==> src/hdl/obb_pkg.sv <==
// shared types, constants and codes for the orthonormal basis builder
package obb_pkg;

  // fixed point format and field widths
  localparam int FRAC_BITS = 14;
  localparam int IN_BITS   = 16;
  localparam int OUT_BITS  = 16;
  localparam int RAW_BITS  = 32;
  localparam int MAG_BITS  = RAW_BITS - 1;
  localparam int EPS_BITS  = 15;
  localparam int EPS2_BITS = 2 * EPS_BITS;
  localparam int DATA_BITS = 9 * IN_BITS;
  localparam int OP_BITS   = 4;

  localparam logic [EPS_BITS-1:0] EPS_RESET = 15'd164;

  // normaliser pipeline shape
  localparam int SHIFT_STEPS = 5;
  localparam int SQRT_STEPS  = 32;
  localparam int DIV_STEPS   = FRAC_BITS + 1;
  localparam int NUM_BITS    = MAG_BITS + FRAC_BITS + 1;
  localparam int NORM_LAT    = 1 + SHIFT_STEPS + 2 + SQRT_STEPS + 1 + DIV_STEPS + 1;

  // front to back queue
  localparam int FIFO_DEPTH = 4;
  localparam int FIFO_AW    = 2;

  // register map
  localparam int PADDR_BITS = 3;
  localparam logic [PADDR_BITS-1:0] ADDR_EPS = 3'd0;

  // operation codes
  localparam logic [OP_BITS-1:0] OP_FROM_U = 4'd0;
  localparam logic [OP_BITS-1:0] OP_FROM_V = 4'd1;
  localparam logic [OP_BITS-1:0] OP_FROM_W = 4'd2;
  localparam logic [OP_BITS-1:0] OP_UV     = 4'd3;
  localparam logic [OP_BITS-1:0] OP_UW     = 4'd4;
  localparam logic [OP_BITS-1:0] OP_VU     = 4'd5;
  localparam logic [OP_BITS-1:0] OP_VW     = 4'd6;
  localparam logic [OP_BITS-1:0] OP_WU     = 4'd7;
  localparam logic [OP_BITS-1:0] OP_WV     = 4'd8;

  // axis slots
  localparam logic [1:0] SLOT_U = 2'd0;
  localparam logic [1:0] SLOT_V = 2'd1;
  localparam logic [1:0] SLOT_W = 2'd2;

  typedef logic [2:0][IN_BITS-1:0]  vec_t;
  typedef logic [2:0][RAW_BITS-1:0] raw_t;

  // how the back end places and combines the axes
  typedef struct packed {
    logic       ok;
    logic       pair;
    logic [1:0] n_slot;
    logic [1:0] s_slot;
    logic       swap;
  } ctl_t;

  typedef struct packed {
    ctl_t ctl;
    vec_t a;
    raw_t t;
  } entry_t;

endpackage

==> src/hdl/obb_fifo.sv <==
// short queue between the front and back ends
module obb_fifo (
  input  logic            clk,
  input  logic            rst,
  input  logic            push,
  input  obb_pkg::entry_t wdata,
  input  logic            pop,
  output obb_pkg::entry_t rdata,
  output logic            full,
  output logic            empty
);
  import obb_pkg::*;

  entry_t             slots [FIFO_DEPTH];
  logic [FIFO_AW-1:0] wr_ptr;
  logic [FIFO_AW-1:0] rd_ptr;
  logic [FIFO_AW:0]   count;

  // pointers and fill level
  always_ff @(posedge clk) begin
    if (rst) begin
      wr_ptr <= '0;
      rd_ptr <= '0;
      count  <= '0;
    end else begin
      if (push) wr_ptr <= wr_ptr + 1'b1;
      if (pop) rd_ptr <= rd_ptr + 1'b1;
      if (push && !pop) count <= count + 1'b1;
      else if (pop && !push) count <= count - 1'b1;
    end
  end

  // storage
  always_ff @(posedge clk) begin
    if (push) slots[wr_ptr] <= wdata;
  end

  assign rdata = slots[rd_ptr];
  assign full  = (count == (FIFO_AW + 1)'(FIFO_DEPTH));
  assign empty = (count == '0);

endmodule

==> config.mk <==
export PLATFORM = sky130hd
export DESIGN_NAME = obb_fifo
export DESIGN_NICKNAME = d
export VERILOG_FILES = /design/src/hdl/obb_pkg.sv /design/src/hdl/obb_fifo.sv
export SDC_FILE = /design/constraint.sdc
export NUM_CORES = 1
export LEC_CHECK = 0
export BUFFER_PORTS_ARGS = -buffer_cell sky130_fd_sc_hd__buf_2
export CORE_ASPECT_RATIO = 0.9
export CORE_MARGIN = 2
export CORE_UTILIZATION = 57
export DETAILED_ROUTE_END_ITERATION = 16
export GPL_ROUTABILITY_DRIVEN = 1
export PLACE_DENSITY = 0.79
export SYNTH_ARGS = -nofsm -noshare
export SYNTH_HDL_FRONTEND = slang
export SYNTH_SLANG_ARGS = --single-unit
==> constraint.sdc <==
create_clock -name clk -period 5.5 [get_ports clk]
set_input_delay 0.55 -clock clk [delete_from_list [all_inputs] [get_ports clk]]
set_output_delay 0.55 -clock clk [all_outputs]
set_load 0.01 [all_outputs]
==> results of run 1 <==
==> worst register-to-register path, cell delays in order, from the launching register on <==
cell	delay [ns]
sky130_fd_sc_hd__dfxtp_1	0.35
sky130_fd_sc_hd__inv_1	0.10
sky130_fd_sc_hd__ha_1	0.14
sky130_fd_sc_hd__and2_4	0.30
sky130_fd_sc_hd__buf_4	0.71
==> final timing paths <==
kind	startpoint	slack, ns	endpoint	cells past startpoint
worst min-delay path	wdata[36]	0.16	slots[0][36]	1
worst max-delay path	flop	2.14	rdata[3]	3
worst max register to register	wr_ptr[0]	3.42	slots[0][64]	4
worst min register to register	rd_ptr[0]	0.53	rd_ptr[0]	2
==> power groups by stage <==
stage / Combinational (mW) / Sequential (mW) / Clock, mW
4_1_cts: 0.975 / 5.44 / 3.70
5_1_grt: 1.03 / 5.46 / 3.88
2_1_floorplan: 0.581 / 5.53 / 0
3_3_place_gp: 0.947 / 5.52 / 0
3_5_place_dp: 0.963 / 5.54 / 0
6_report: 0.955 / 5.44 / 3.62
==> Yosys cell counts, drive strengths merged, types with 2 or more instances <==
library cell  count
mux2i             2
edfxtp          604
ha                5
buf              28
and2              4
nor2              7
dfxtp             9
mux4            151
clkbuf            7
inv               4
xnor2             2
xor2              3
==> layer usage <==
metal	part of all wire [%]	global-route usage (%)	wire length, microns
met2	49	32.72	20760
met4	1.7	6.365	731
met5	0.19	0	79
met3	9.5	7.360	4044
met1	40	28.83	16930
==> flip-flops by register name (all words and copies together), names as in the netlist, named ones only <==
register / count
slots: 604
count: 3
rd_ptr: 2
wr_ptr: 2
==> kinds of logic after synthesis <==
| group | count (synthesis) | share of synthesized area (%) |
|---|---|---|
| AOI/OAI and AO/OA | 2 | 0.04505 |
| xor gates and xnor gates | 5 | 0.1973 |
| adders and majority gates | 6 | 0.3720 |
| buffers and inverters | 39 | 1.127 |
| DFF | 613 | 82.52 |
| muxes | 153 | 15.41 |
| and+or+nand+nor | 15 | 0.3325 |
==> final cells by class <==
| type | count | area (sq um) | share of cell area [%] |
|---|---|---|---|
| flip-flops and latches | 613 | 18330 | 70.28 |
| clock inverters | 24 | 200.2 | 0.7678 |
| clock buffers | 78 | 1505 | 5.773 |
| inverters | 4 | 15.01 | 0.05758 |
| well taps | 525 | 656.9 | 2.519 |
| multi-input cells | 181 | 3641 | 13.96 |
| diodes | 10 | 25.02 | 0.09597 |
| repair buffers | 318 | 1707 | 6.545 |
==> flow_results.xml, run 1 <==
<?xml version="1.0" encoding="UTF-8"?>
<metrics>
  <group name="worst_setup_path">
    <metric name="path_buf_inv" unit="">2</metric>
    <metric name="worst_setup_path_start_kind" unit="">flop</metric>
    <metric name="timing.critical_path.arrival" unit="ns">2.81</metric>
    <metric name="worstPathCellList" unit="">buf_12, mux4_2, buf_2</metric>
    <metric name="path_class" unit="">flop to output port</metric>
    <metric name="worst_ep_required_time" unit="ns">4.95</metric>
    <metric name="timing.critical_path.to_type" unit="">output port</metric>
    <metric name="slowest_stage" unit="">sky130_fd_sc_hd__dfxtp_4</metric>
    <metric name="cp_top_family" unit="">flip-flops</metric>
    <metric name="peak_per_stage_delay_on_the_critical_path" unit="ns">0.93</metric>
    <metric name="path_max_fanout" unit="">93</metric>
  </group>
  <group name="clocking">
    <metric name="hold_buffers" unit="">0</metric>
    <metric name="post-cts-setup-buffer-count" unit="">0</metric>
    <metric name="clock_insertion_delay_worst_skew" unit="ns">0.60</metric>
    <metric name="h-tree-depth" unit="">2</metric>
    <metric name="cts_sinks" unit="">613</metric>
    <metric name="cts.reportedPaths.clkPinSlew" unit="ns">0.06</metric>
    <metric name="tritoncts" unit="">built</metric>
    <metric name="clock_path_buffers" unit="">3</metric>
    <metric name="cts.root.buffer_cell" unit="">sky130_fd_sc_hd__clkbuf_16</metric>
    <metric name="cts_resized" unit="">0</metric>
    <metric name="cts_made_buffers" unit="">56</metric>
  </group>
  <group name="place">
    <metric name="dpl.hpwl" unit="mm">23.58</metric>
    <metric name="dpl.cell_count" unit="">1641</metric>
    <metric name="finalWeightedCongestion" unit="">0.7197</metric>
    <metric name="place_ws" unit="ns">2.741</metric>
    <metric name="port-buffer-count" unit="">307</metric>
    <metric name="detailed_place.area" unit="sq um">24340</metric>
  </group>
  <group name="final_layout">
    <metric name="area_delta_synth_final" unit="%">17.46</metric>
    <metric name="n_fill_cell" unit="">2314</metric>
    <metric name="final_cell_count_no_fill" unit="">1753</metric>
    <metric name="commonest_cells_after_routing_fill_and_taps_aside" unit="">sky130_fd_sc_hd__edfxtp_1 (604), sky130_fd_sc_hd__buf_2 (307), sky130_fd_sc_hd__mux4_2 (151)</metric>
    <metric name="final_nets" unit="">1335</metric>
    <metric name="final_area" unit="sq um">26080</metric>
    <metric name="final_common_cell" unit="">sky130_fd_sc_hd__edfxtp_1</metric>
    <metric name="share_of_cells_above_drive_strength_1" unit="%">45.07</metric>
    <metric name="final_core_utilization" unit="%">67.95</metric>
  </group>
  <group name="power_and_ir_drop">
    <metric name="finalPower" unit="mW">10.02</metric>
    <metric name="clock_group_share_of_total_power" unit="%">36.2</metric>
    <metric name="p_leak" unit="nW">8.707</metric>
    <metric name="power.density_cell_area" unit="nW/um^2">384.3</metric>
    <metric name="intPower" unit="mW">7.852</metric>
    <metric name="power.combinational.fraction" unit="%">9.5</metric>
    <metric name="power_spent_charging_and_discharging_nets" unit="mW">2.169</metric>
    <metric name="p_seq_share" unit="%">54.3</metric>
    <metric name="switching_share" unit="%">21.64</metric>
    <metric name="highest_ir_drop_seen_on_vdd" unit="V">0.0003329</metric>
  </group>
  <group name="route">
    <metric name="post_drt_via_cell_ratio" unit="">5.695</metric>
    <metric name="routedWlPerCell" unit="microns">24.27</metric>
    <metric name="dr.first_iter.drc_count" unit="">823</metric>
    <metric name="detailroute.via_count" unit="">9983</metric>
    <metric name="drc_errors" unit="">0</metric>
    <metric name="postRouteWirelength" unit="mm">42.55</metric>
    <metric name="route.antenna.remaining_nets" unit="">0</metric>
    <metric name="drt_first_pass_iters" unit="">5</metric>
  </group>
  <group name="floorplanning">
    <metric name="initial_core_util" unit="%">57.85</metric>
    <metric name="die-height" unit="microns">191.2</metric>
    <metric name="core.rowCount" unit="">68</metric>
    <metric name="die_width" unit="microns">212.0</metric>
    <metric name="fp.coreArea" unit="sq um">38370</metric>
    <metric name="dieArea" unit="sq um">40540</metric>
    <metric name="top_level_ports" unit="">308</metric>
  </group>
  <group name="logic_synthesis">
    <metric name="synth_top_area_share" unit="%">81.70</metric>
    <metric name="synth_seq_area_share" unit="%">82.52</metric>
    <metric name="synth.ff_latch_count" unit="">613</metric>
    <metric name="number_of_distinct_library_cells_after_synthesis" unit="">20</metric>
    <metric name="ys_top_cells_by_area" unit="">sky130_fd_sc_hd__edfxtp_1 (82%), sky130_fd_sc_hd__mux4_2 (15%), sky130_fd_sc_hd__dfxtp_1 (0.81%), sky130_fd_sc_hd__buf_6 (0.56%), sky130_fd_sc_hd__buf_2 (0.38%)</metric>
    <metric name="synthesis.area" unit="sq um">22200</metric>
    <metric name="synth-edff-count" unit="">604</metric>
    <metric name="yosysWarningCount" unit="">0</metric>
    <metric name="ys_async_sr_fraction" unit="%">0</metric>
    <metric name="synth_cells" unit="">833</metric>
    <metric name="synth_top_area_cell" unit="">sky130_fd_sc_hd__edfxtp_1</metric>
    <metric name="synth.net_count" unit="">994</metric>
    <metric name="synthesis.area_per_instance" unit="sq um">26.65</metric>
    <metric name="ys.flop_type" unit="">sky130_fd_sc_hd__edfxtp_1</metric>
  </group>
  <group name="sta">
    <metric name="fin_setup_tns" unit="ns">0</metric>
    <metric name="timing.clock.skew" unit="ns">0.01305</metric>
    <metric name="setup_ws" unit="ns">2.136</metric>
    <metric name="min_period" unit="ns">3.364</metric>
    <metric name="maxSlewHeadroom" unit="%">36.26</metric>
    <metric name="min_period_over_period" unit="%">61.17</metric>
    <metric name="grt_setup_unrepaired" unit="">no</metric>
    <metric name="setup_viol" unit="">0</metric>
    <metric name="fmax" unit="MHz">297.2</metric>
    <metric name="worst_pin_slew" unit="ns">0.9562</metric>
    <metric name="worst_hold_slack" unit="ns">0.1593</metric>
    <metric name="finalMaxSlewViolations" unit="">0</metric>
    <metric name="timing_hold_violations_final" unit="">0</metric>
  </group>
  <group name="global_route">
    <metric name="grt.overflow.total" unit="">0</metric>
    <metric name="grt_max_degree" unit="">94</metric>
    <metric name="grt_pass1_vias" unit="">10386</metric>
    <metric name="grt_antenna_before_repair" unit="">15</metric>
    <metric name="grt_first_pass_wirelength" unit="mm">62.86</metric>
    <metric name="gr-usage-all-layers" unit="%">21.12</metric>
  </group>
  <group name="job">
    <metric name="max-cap-violations" unit="">0</metric>
  </group>
  <group name="hold_path">
    <metric name="worst_hold_path_type" unit="">input pin to flop</metric>
  </group>
  <group name="run_status">
    <metric name="outcome" unit="">complete, no violations</metric>
  </group>
</metrics>
Note: power is estimated with default switching activity, not from simulation.
==> run 2, diff against run 1 <==
--- a/config.mk
+++ b/config.mk
@@ -8,10 +8,10 @@
 export BUFFER_PORTS_ARGS = -buffer_cell sky130_fd_sc_hd__buf_2
 export CORE_ASPECT_RATIO = 0.9
 export CORE_MARGIN = 2
-export CORE_UTILIZATION = 57
+export CORE_UTILIZATION = 51
 export DETAILED_ROUTE_END_ITERATION = 16
 export GPL_ROUTABILITY_DRIVEN = 1
-export PLACE_DENSITY = 0.79
+export PLACE_DENSITY = 0.75
 export SYNTH_ARGS = -nofsm -noshare
 export SYNTH_HDL_FRONTEND = slang
 export SYNTH_SLANG_ARGS = --single-unit
==> constraint.sdc (replaced) <==
create_clock -name clk -period 2.8 [get_ports clk]
set_input_delay 0.28 -clock clk [delete_from_list [all_inputs] [get_ports clk]]
set_output_delay 0.28 -clock clk [all_outputs]
set_load 0.01 [all_outputs]
==> run 2 against run 1 <==
  * Register-to-register slack lost 2.4 ns
  * Die area is 12% higher
  * Critical path type unchanged
  * First-iteration DRC count down 4.4%
  * Worst hold slack worse by 0.12 ns
  * Power increased by 100%
  * Via count up 6.7%
  * Count of clock-buffer cells in the layout fell by 1
  * Global-route usage fell by 0.94 points
  * Final area grew 7.8%
==> flow_results.xml, run 2 (synthesis gave the netlist of run 1 again) <==
<?xml version="1.0" encoding="UTF-8"?>
<metrics>
  <group name="power_and_ir_drop">
    <metric name="finalPower" unit="mW">20.27</metric>
    <metric name="power.density_cell_area" unit="nW/um^2">721.3</metric>
    <metric name="p_leak" unit="nW">9.586</metric>
    <metric name="highest_ir_drop_seen_on_vdd" unit="V">0.0005611</metric>
  </group>
  <group name="worst_setup_path">
    <metric name="worstPathCellList" unit="">buf_12, buf_12, mux4_2, buf_2</metric>
    <metric name="peak_per_stage_delay_on_the_critical_path" unit="ns">0.54</metric>
    <metric name="crit_top_cell" unit="">sky130_fd_sc_hd__buf_12</metric>
    <metric name="path_max_fanout" unit="">19</metric>
    <metric name="timing.critical_path.to_type" unit="">output port</metric>
    <metric name="path_buf_inv" unit="">3</metric>
    <metric name="cp_top_family" unit="">buffers and inverters</metric>
    <metric name="worst_ep_required_time" unit="ns">2.52</metric>
    <metric name="timing.critical_path.arrival" unit="ns">2.30</metric>
    <metric name="reg2regPathDepth" unit="">3</metric>
    <metric name="slowest_stage" unit="">sky130_fd_sc_hd__mux4_2</metric>
    <metric name="worst_setup_path_start_kind" unit="">flop</metric>
    <metric name="path_depth" unit="">4</metric>
    <metric name="path_class" unit="">flop to output port</metric>
  </group>
  <group name="sta">
    <metric name="finalMaxSlewViolations" unit="">0</metric>
    <metric name="maxSlewHeadroom" unit="%">58.28</metric>
    <metric name="setup_ws" unit="ns">0.2210</metric>
    <metric name="min_period_over_period" unit="%">92.11</metric>
    <metric name="worst_hold_slack" unit="ns">0.03772</metric>
    <metric name="min_period" unit="ns">2.579</metric>
    <metric name="fmax" unit="MHz">387.7</metric>
    <metric name="setup_viol" unit="">0</metric>
    <metric name="timing.clock.skew" unit="ns">0.008027</metric>
    <metric name="fin_setup_tns" unit="ns">0</metric>
    <metric name="worst_pin_slew" unit="ns">0.6259</metric>
    <metric name="grt_setup_unrepaired" unit="">no</metric>
    <metric name="timing_hold_violations_final" unit="">0</metric>
  </group>
  <group name="global_route">
    <metric name="grt_first_pass_wirelength" unit="mm">68.19</metric>
    <metric name="gr-usage-all-layers" unit="%">20.18</metric>
    <metric name="grt_max_degree" unit="">78</metric>
    <metric name="grt_pass1_vias" unit="">11721</metric>
    <metric name="grt.overflow.total" unit="">0</metric>
    <metric name="grt_antenna_before_repair" unit="">5</metric>
  </group>
  <group name="floorplanning">
    <metric name="die-height" unit="microns">201.9</metric>
    <metric name="top_level_ports" unit="">308</metric>
    <metric name="initial_core_util" unit="%">51.66</metric>
    <metric name="core.rowCount" unit="">72</metric>
    <metric name="dieArea" unit="sq um">45210</metric>
    <metric name="fp.coreArea" unit="sq um">42970</metric>
    <metric name="die_width" unit="microns">223.9</metric>
  </group>
  <group name="route">
    <metric name="post_drt_via_cell_ratio" unit="">5.434</metric>
    <metric name="dr.first_iter.drc_count" unit="">787</metric>
    <metric name="postRouteWirelength" unit="mm">44.61</metric>
    <metric name="routedWlPerCell" unit="microns">22.75</metric>
    <metric name="route.antenna.remaining_nets" unit="">0</metric>
    <metric name="drc_errors" unit="">0</metric>
    <metric name="detailroute.via_count" unit="">10656</metric>
    <metric name="drt_first_pass_iters" unit="">4</metric>
  </group>
  <group name="clocking">
    <metric name="cts.root.buffer_cell" unit="">sky130_fd_sc_hd__clkbuf_16</metric>
    <metric name="cts_made_buffers" unit="">58</metric>
    <metric name="tritoncts" unit="">built</metric>
    <metric name="clock_path_buffers" unit="">3</metric>
    <metric name="h-tree-depth" unit="">2</metric>
    <metric name="cts.reportedPaths.clkPinSlew" unit="ns">0.06</metric>
    <metric name="cts_sinks" unit="">613</metric>
    <metric name="clock_insertion_delay_worst_skew" unit="ns">0.60</metric>
    <metric name="post-cts-setup-buffer-count" unit="">0</metric>
    <metric name="cts_resized" unit="">0</metric>
  </group>
  <group name="place">
    <metric name="finalWeightedCongestion" unit="">0.7450</metric>
    <metric name="dpl.hpwl" unit="mm">25.46</metric>
    <metric name="port-buffer-count" unit="">307</metric>
    <metric name="place_ws" unit="ns">0.7954</metric>
  </group>
  <group name="final_layout">
    <metric name="top_register" unit="">slots</metric>
    <metric name="commonest_cells_after_routing_fill_and_taps_aside" unit="">sky130_fd_sc_hd__edfxtp_1 (604), sky130_fd_sc_hd__buf_2 (307), sky130_fd_sc_hd__dlygate4sd3_1 (152)</metric>
    <metric name="final_nets" unit="">1516</metric>
    <metric name="final_common_cell" unit="">sky130_fd_sc_hd__edfxtp_1</metric>
    <metric name="largest_reg_flops" unit="">604</metric>
    <metric name="share_of_cells_above_drive_strength_1" unit="%">41.65</metric>
    <metric name="largest_regs" unit="">slots (604), count (3)</metric>
    <metric name="area_delta_synth_final" unit="%">26.63</metric>
    <metric name="final_core_utilization" unit="%">65.41</metric>
  </group>
  <group name="job">
    <metric name="max-cap-violations" unit="">0</metric>
  </group>
  <group name="hold_path">
    <metric name="holdPathStages" unit="">3</metric>
    <metric name="worst_hold_path_type" unit="">input pin to flop</metric>
  </group>
  <group name="run_status">
    <metric name="outcome" unit="">complete, no violations</metric>
  </group>
</metrics>
## run 2: cell count changes in the layout (fill, tap and decap cells not counted), moves of 3 or more
| cell | delta |
|---|---|
| sky130_fd_sc_hd__buf_4 | +13 |
| sky130_fd_sc_hd__diode_2 | -6 |
| sky130_fd_sc_hd__clkbuf_1 | -6 |
| sky130_fd_sc_hd__dlygate4sd3_1 | +152 |
| sky130_fd_sc_hd__clkbuf_16 | +4 |
| sky130_fd_sc_hd__clkinv_2 | +3 |
| sky130_fd_sc_hd__clkinv_1 | +3 |
| sky130_fd_sc_hd__buf_12 | +14 |
## run 2: worst register-to-register path, delay by kind of cell (launching register included)
kind | cells | cell delay (ns)
DFF | 1 | 0.39
adders and majority gates | 1 | 0.17
buffers and inverters | 1 | 0.38
and+or+nand+nor | 1 | 0.52
## run 2: worst paths after layout
kind	from	endpoint	slack [ns]
setup / recovery	flop	rdata[43]	0.22
hold / removal	pop	flop	0.04
setup reg to reg	wr_ptr[0]	slots[3][119]	1.03
hold reg to reg	rd_ptr[1]	rd_ptr[1]	0.53
## run 2: metal layers
metal	global-route usage [%]	share of wire (%)
met2	34.05	51
met4	5.762	1.8
met5	0	0.022
met1	26.15	40
met3	5.335	7.5
## run 2: cell type report
class / instances / area, sq um
Timing Repair Buffer: 497 / 3606
Clock buffer: 77 / 1597
Inverter: 4 / 15.01
Antenna cell: 4 / 10.01
Clock inverter: 30 / 221.5
Sequential cell: 613 / 18330
Multi-Input combinational cell: 181 / 3641
Fill cell: 2679 / 14860
Tap cell: 555 / 694.4
## run 2: metrics by stage
step / cell area (sq um) / instances
floorplan: 22210 / 833
global placement: 24760 / 1698
detailed placement: 24760 / 1698
CTS: 28100 / 1957
global route: 28110 / 1961
finish: 28110 / 1961
## run 2: report_power, final
group          switching [mW]  internal [mW]
logic                    1.09           1.06
clock network            3.18           4.26
registers               0.131           10.5
## run 2: repair_timing
item	in CTS	in global routing
setup endpoints to repair	0	0
hold endpoints to repair	613	0
hold buffers	152	0
